`src/rtl/tsb_pkg.sv`:
```
// Package for the transactional store buffer: payload structs, command and
// status codes, default geometry. No dependencies.
package tsb_pkg;

   localparam int ADDR_W           = 12;
   localparam int LINE_BYTES_DEF   = 64;
   localparam int BUFFER_LINES_DEF = 16;
   localparam logic [7:0] NEST_MAX = 8'd255;

   typedef enum logic [2:0] {
      CMD_LOAD  = 3'd0,
      CMD_STORE = 3'd1,
      CMD_BEGIN = 3'd2,
      CMD_END   = 3'd3,
      CMD_ABORT = 3'd4
   } cmd_type;

   localparam logic [1:0] ST_OK       = 2'd0;
   localparam logic [1:0] ST_FULL     = 2'd1;
   localparam logic [1:0] ST_NO_TXN   = 2'd2;
   localparam logic [1:0] ST_OVERFLOW = 2'd3;

   typedef struct packed {
      logic [2:0]        cmd;
      logic [ADDR_W-1:0] addr;
      logic [1:0]        size_code;
      logic              sign_extend;
      logic [63:0]       store_data;
      logic [63:0]       abort_target;
      logic [7:0]        abort_code;
   } req_type;

   typedef struct packed {
      logic [63:0] load_data;
      logic [1:0]  status;
      logic        in_txn;
      logic        redirect_valid;
      logic [63:0] redirect_target;
      logic [7:0]  abort_reason;
   } rsp_type;

   typedef struct packed {
      logic alloc;
      logic clear;
   } dir_ctl_type;

endpackage

```
`src/rtl/tsb_line_dir.sv`:
```
// Line directory of the store buffer: tags, valid bits, fill count, lookups.
// Depends on tsb_pkg.
module tsb_line_dir #(
   parameter int LINE_BYTES   = tsb_pkg::LINE_BYTES_DEF,
   parameter int BUFFER_LINES = tsb_pkg::BUFFER_LINES_DEF,
   parameter int TAG_W        = tsb_pkg::ADDR_W - $clog2(LINE_BYTES),
   parameter int SLOT_W       = (BUFFER_LINES > 1) ? $clog2(BUFFER_LINES) : 1,
   parameter int USED_W       = $clog2(BUFFER_LINES + 3)
) (
   input  logic                  clock,
   input  logic                  reset,
   input  tsb_pkg::dir_ctl_type  ctl,
   input  logic [SLOT_W-1:0]     wr_slot,
   input  logic [TAG_W-1:0]      wr_tag,
   input  logic [TAG_W-1:0]      tag_a,
   output logic                  hit_a,
   output logic [SLOT_W-1:0]     slot_a,
   input  logic [TAG_W-1:0]      tag_b,
   output logic                  hit_b,
   output logic [SLOT_W-1:0]     free_slot,
   output logic [USED_W-1:0]     used,
   input  logic [SLOT_W-1:0]     rd_idx,
   output logic                  rd_valid,
   output logic [TAG_W-1:0]      rd_tag
);
   import tsb_pkg::*;

   logic [TAG_W-1:0]        tag_ff [BUFFER_LINES];
   logic [BUFFER_LINES-1:0] valid_ff;
   logic [BUFFER_LINES-1:0] valid_in;
   logic [USED_W-1:0]       used_ff;
   logic [USED_W-1:0]       used_in;

   always_comb begin
      hit_a     = 1'b0;
      slot_a    = '0;
      hit_b     = 1'b0;
      free_slot = '0;
      for (int i = 0; i < BUFFER_LINES; i++) begin
         if (valid_ff[i] && tag_ff[i] == tag_a) begin
            hit_a  = 1'b1;
            slot_a = SLOT_W'(i);
         end
         if (valid_ff[i] && tag_ff[i] == tag_b) begin
            hit_b = 1'b1;
         end
      end
      for (int j = BUFFER_LINES - 1; j >= 0; j--) begin
         if (!valid_ff[j]) begin
            free_slot = SLOT_W'(j);
         end
      end
   end

   assign rd_valid = valid_ff[rd_idx];
   assign rd_tag   = tag_ff[rd_idx];
   assign used     = used_ff;

   always_comb begin
      valid_in = valid_ff;
      used_in  = used_ff;
      if (ctl.clear) begin
         valid_in = '0;
         used_in  = '0;
      end else if (ctl.alloc) begin
         valid_in[wr_slot] = 1'b1;
         used_in           = used_ff + 1'b1;
      end
   end

   always_ff @(posedge clock) begin
      if (reset) begin
         valid_ff <= '0;
         used_ff  <= '0;
      end else begin
         valid_ff <= valid_in;
         used_ff  <= used_in;
      end
   end

   always_ff @(posedge clock) begin
      if (ctl.alloc) begin
         tag_ff[wr_slot] <= wr_tag;
      end
   end

   a_alloc_free: assert property (@(posedge clock) disable iff (reset)
      ctl.alloc |-> !valid_ff[wr_slot])
      else $error("line allocated into a slot that is in use");
   a_used_bound: assert property (@(posedge clock) disable iff (reset)
      used_ff <= USED_W'(BUFFER_LINES))
      else $error("line count above buffer size");
   a_clear_count: assert property (@(posedge clock) disable iff (reset)
      ctl.clear |=> used_ff == '0)
      else $error("line count not zero after clear");
   a_alloc_count: assert property (@(posedge clock) disable iff (reset)
      ctl.alloc && !ctl.clear |=> used_ff == $past(used_ff) + 1'b1)
      else $error("line count did not follow allocation");

endmodule

```
`config.mk`:
```
export PLATFORM = sky130hd
export DESIGN_NAME = tsb_line_dir
export DESIGN_NICKNAME = d
export VERILOG_FILES = /design/src/rtl/tsb_pkg.sv /design/src/rtl/tsb_line_dir.sv
export SDC_FILE = /design/constraint.sdc
export NUM_CORES = 1
export LEC_CHECK = 0
export BUFFER_PORTS_ARGS = -buffer_cell sky130_fd_sc_hd__buf_2
export CAP_MARGIN = 10
export CORE_MARGIN = 8
export CORE_UTILIZATION = 55
export DETAILED_ROUTE_END_ITERATION = 12
export PLACE_DENSITY_LB_ADDON = 0.25
export SLEW_MARGIN = 20
export SYNTH_ARGS = -nofsm -noshare
export SYNTH_HDL_FRONTEND = slang
export SYNTH_SLANG_ARGS = --single-unit
```
`constraint.sdc`:
```
create_clock -name clock -period 3.2 [get_ports clock]
set_input_delay 0.64 -clock clock [delete_from_list [all_inputs] [get_ports clock]]
set_output_delay 0.64 -clock clock [all_outputs]
set_load 0.01 [all_outputs]
```
==> flow_summary.toml <==
[status]
result_of_the_run = "complete, no violations"

[floorplan]
die_w_um = 129.8
initial_core_util_pct = 56.40
fp.coreArea_um2 = 12620
die_y_um = 129.8
die_area_um2 = 16840
cell_rows = 41
num_io_pins = 52

[pwr]
ir_drop_mv = 0.4466
power_density_nw_per_um2 = 475.4
design_power_total_uw = 3962
static-leakage-power_uw = 0.002819

[clock_tree]
clockRootBuffer = "sky130_fd_sc_hd__clkbuf_16"
cts_sinks = 117
cts_tree = "yes"
cts_inserted_buffers = 17
htreeDepth = 4
post-cts-setup-buffers = 0
postCtsHoldBufs = 0
cts.clk_slew.worst_paths_ps = 60
cts_resized = 0
clock_latency_ps = 430
cts_buffer_depth = 2

[setup_path]
endpoint_kind = "output port"
rrSetupSlack_ps = 2170
worst-endpoint-arrival_ps = 2460
critical_path_class = "reg2out"
r2r-start = "used[0]"
critical_path.cell_chain = "xnor2_1 -> nand4_1 -> or4_1 -> o211a_1 -> o311ai_1 -> a21o_1 -> buf_2"
crit_path_buffers_inverters = 1
max_stage_delay_ps = 480
critPathLaunchType = "flop"
crit-reg2reg-capture = "used[4]"
worst-r2r-cell-count = 4
worstPathRequired_ps = 2560
critical_path.top_delay_family = "compound AO/OA/AOI/OAI gates"
critPathSlowestCell = "sky130_fd_sc_hd__edfxtp_1"
crit_fanout = 4

[logic_synthesis]
synthesis_stage_register_bit_count = 117
synth_fp_nets = 603
synth_cell_types = 43
syn-instance-count = 572
syn_avg_cell_area_um2 = 12.44
ys_warnings = 0
mappedNetlistArea_um2 = 7118
synth_seq_area_share_pct = 46.41

[layout]
areaGrowthSynthToFinish_pct = 17.09
multi_input_comb_area_um2 = 3582
sequential_cell_area_um2 = 3303
filler_cell_count = 1018
final_nets = 672
fraction_of_layout_instances_using_a_drive_strength_above_1_pct = 24.62
insertedDiodeCount = 0

[route]
drc_errors = 0
detailedRoute.firstPassIterationCount = 5
detail_route.wl_per_cell_um = 28.22
vias = 5348
number_of_drc_markers_after_the_initial_detailed_route_iteration = 544
antenna_nets_post_route = 0
drt-vias-per-instance = 6.475
wirelength_um = 23310

[sta]
setup_tns_ps = 0
timing.clock.skew_ps = 0.3127
worst_pin_slew_ps = 940.1
timing.final.crit_share_pct = 96.98
grt_setup_unrepaired = "no"
max_fclk_ghz = 0.3222
maxSlewHeadroom_pct = 36.84
timing_hold_violations_final = 0
setup_viol_count_final = 0
timing.final.crit_period_ps = 3104
report.final.slew_viol_count = 0
fin_worst_hold_slack_ps = 520.4
postLayoutSetupSlackWorst_ps = 96.48

[global_route]
antenna_found_initial = 0
groute.usage.overall_pct = 28.92
pin_count_of_the_biggest_net_entering_global_routing = 29
number_of_global_route_vias_before_repair = 5328
grt_first_pass_wirelength_um = 33810
grt_overflow_total = 0

[hold_path]
timing.hold.worst.start = "used[4]"
worst_hold_path.endpoint = "used[4]"
worst_hold_path_type = "reg2reg"
holdPathStages = 2

[placement]
place_worst_setup_slack_ps = 35.06
hpwl_dp_um = 16610
port-buffer-count = 51
gp_congestion = 0.9633

[run]
maxCapViolations = 0
-- state kept, by name (all words and copies together), names as in the netlist --
register and count:
valid_ff 16, tag_ff 96, used 5
-- cell usage after synthesis (all sizes together) --
library cell	instances	area (um2)
dfxtp	21	420.4
o311ai	1	8.760
ha	1	12.51
nor4	32	206.5
mux2i	1	10.01
buf	24	197.7
nor4b	1	8.760
nand4	38	237.7
and4b	1	10.01
nor2	53	198.9
inv	4	15.01
nor3	7	35.03
xor2	99	867.1
a21o	2	15.01
o21ai	4	20.02
nor2b	2	12.51
a21oi	2	10.01
a221oi	1	15.01
o41ai	1	8.760
a311o	1	10.01
mux4	35	788.3
and3	1	11.26
o211a	1	10.01
o211ai	2	15.01
nand3b	2	15.01
clkbuf	12	45.04
or2	1	6.260
a21boi	1	7.510
or4	7	56.30
a31oi	4	25.02
nand2	7	26.28
edfxtp	96	2883
nand2b	5	31.28
xnor2	97	849.6
or3b	1	8.760
nand3	4	20.02
-- cell type report --
cell class                      count  share of cell area, %
Clock inverter                     13                  1.531
Timing Repair Buffer               86                  7.897
Clock buffer                       19                  5.194
Tap cell                          172                  2.582
Multi-Input combinational cell    415                  42.98
Sequential cell                   117                  39.63
Inverter                            4                 0.1802
-- worst reg2reg max path, delay by kind of cell (launching register included) --
family | cells | cell delay (ps)
flip-flops | 1 | 380
adder cells (fa/ha/maj) | 1 | 200
AND/OR/NAND/NOR | 2 | 160
XOR/XNOR | 1 | 160
-- where the power goes --
part / switching [uW] / internal [uW]
logic: 246 / 194
clock network: 734 / 1070
registers: 38.5 / 1680
total: 1020 / 2940
-- layout by cell type (no fill, tap or decap), types with 2 or more instances in the layout --
cell type                    count
sky130_fd_sc_hd__a21o_1          2
sky130_fd_sc_hd__a21oi_1         2
sky130_fd_sc_hd__a31oi_1         4
sky130_fd_sc_hd__buf_12         11
sky130_fd_sc_hd__buf_2          50
sky130_fd_sc_hd__buf_4          24
sky130_fd_sc_hd__clkbuf_1        2
sky130_fd_sc_hd__clkbuf_16      17
sky130_fd_sc_hd__clkinv_4        4
sky130_fd_sc_hd__clkinvlp_4      5
sky130_fd_sc_hd__dfxtp_1        21
sky130_fd_sc_hd__edfxtp_1       96
sky130_fd_sc_hd__inv_1           4
sky130_fd_sc_hd__mux4_2         35
sky130_fd_sc_hd__nand2_1         7
sky130_fd_sc_hd__nand2b_1        5
sky130_fd_sc_hd__nand3_1         4
sky130_fd_sc_hd__nand3b_1        2
sky130_fd_sc_hd__nand4_1        38
sky130_fd_sc_hd__nor2_1         53
sky130_fd_sc_hd__nor2b_1         2
sky130_fd_sc_hd__nor3_1          7
sky130_fd_sc_hd__nor4_1         27
sky130_fd_sc_hd__nor4_2          5
sky130_fd_sc_hd__o211ai_1        2
sky130_fd_sc_hd__o21ai_0         4
sky130_fd_sc_hd__or4_1           6
sky130_fd_sc_hd__xnor2_1        97
sky130_fd_sc_hd__xor2_1         99
-- kinds of logic (layout without fill, tap and decap cells) --
logic type,Yosys count,after routing,share of synthesized area (%)
xor gates and xnor gates,196,196,24.12
DFF,117,117,46.41
AOI/OAI and AO/OA,20,20,2.039
buffers and inverters,40,122,3.621
adders and majority gates,1,1,0.1757
muxes,36,36,11.21
and+or+nand+nor,162,162,12.43
-- worst max path at each step --
| stage | startpoint | endpoint | slack [ps] | cells after the start |
|---|---|---|---|---|
| 2_1_floorplan | rd_idx[0] | rd_tag[4] | 310 | 4 |
| 4_1_cts | tag_a[4] | hit_a | 8 | 10 |
| 6_report | tag_ff[5][3] | slot_a[0] | 100 | 7 |
| 3_3_place_gp | tag_a[4] | hit_a | 8 | 10 |
| 5_1_grt | tag_ff[3][4] | slot_a[0] | 9 | 7 |
| 3_5_place_dp | tag_a[4] | hit_a | 40 | 10 |
-- metrics by stage --
stage          cells  instance area (um2)  utilization (%)
3_5_place_dp     794                 7746            61.38
6_report         826                 8334            66.04
5_1_grt          826                 8334            66.04
4_1_cts          826                 8307            65.82
2_1_floorplan    572                 7118                -
3_3_place_gp     794                 7746            61.38
-- per-layer routing --
metal	GRT usage, %	routed length [um]
met4	18.03	1179
met1	33.71	8767
met3	6.446	1932
met5	0	0
met2	47.93	11430
No activity file was read; power rests on OpenSTA's default activity.
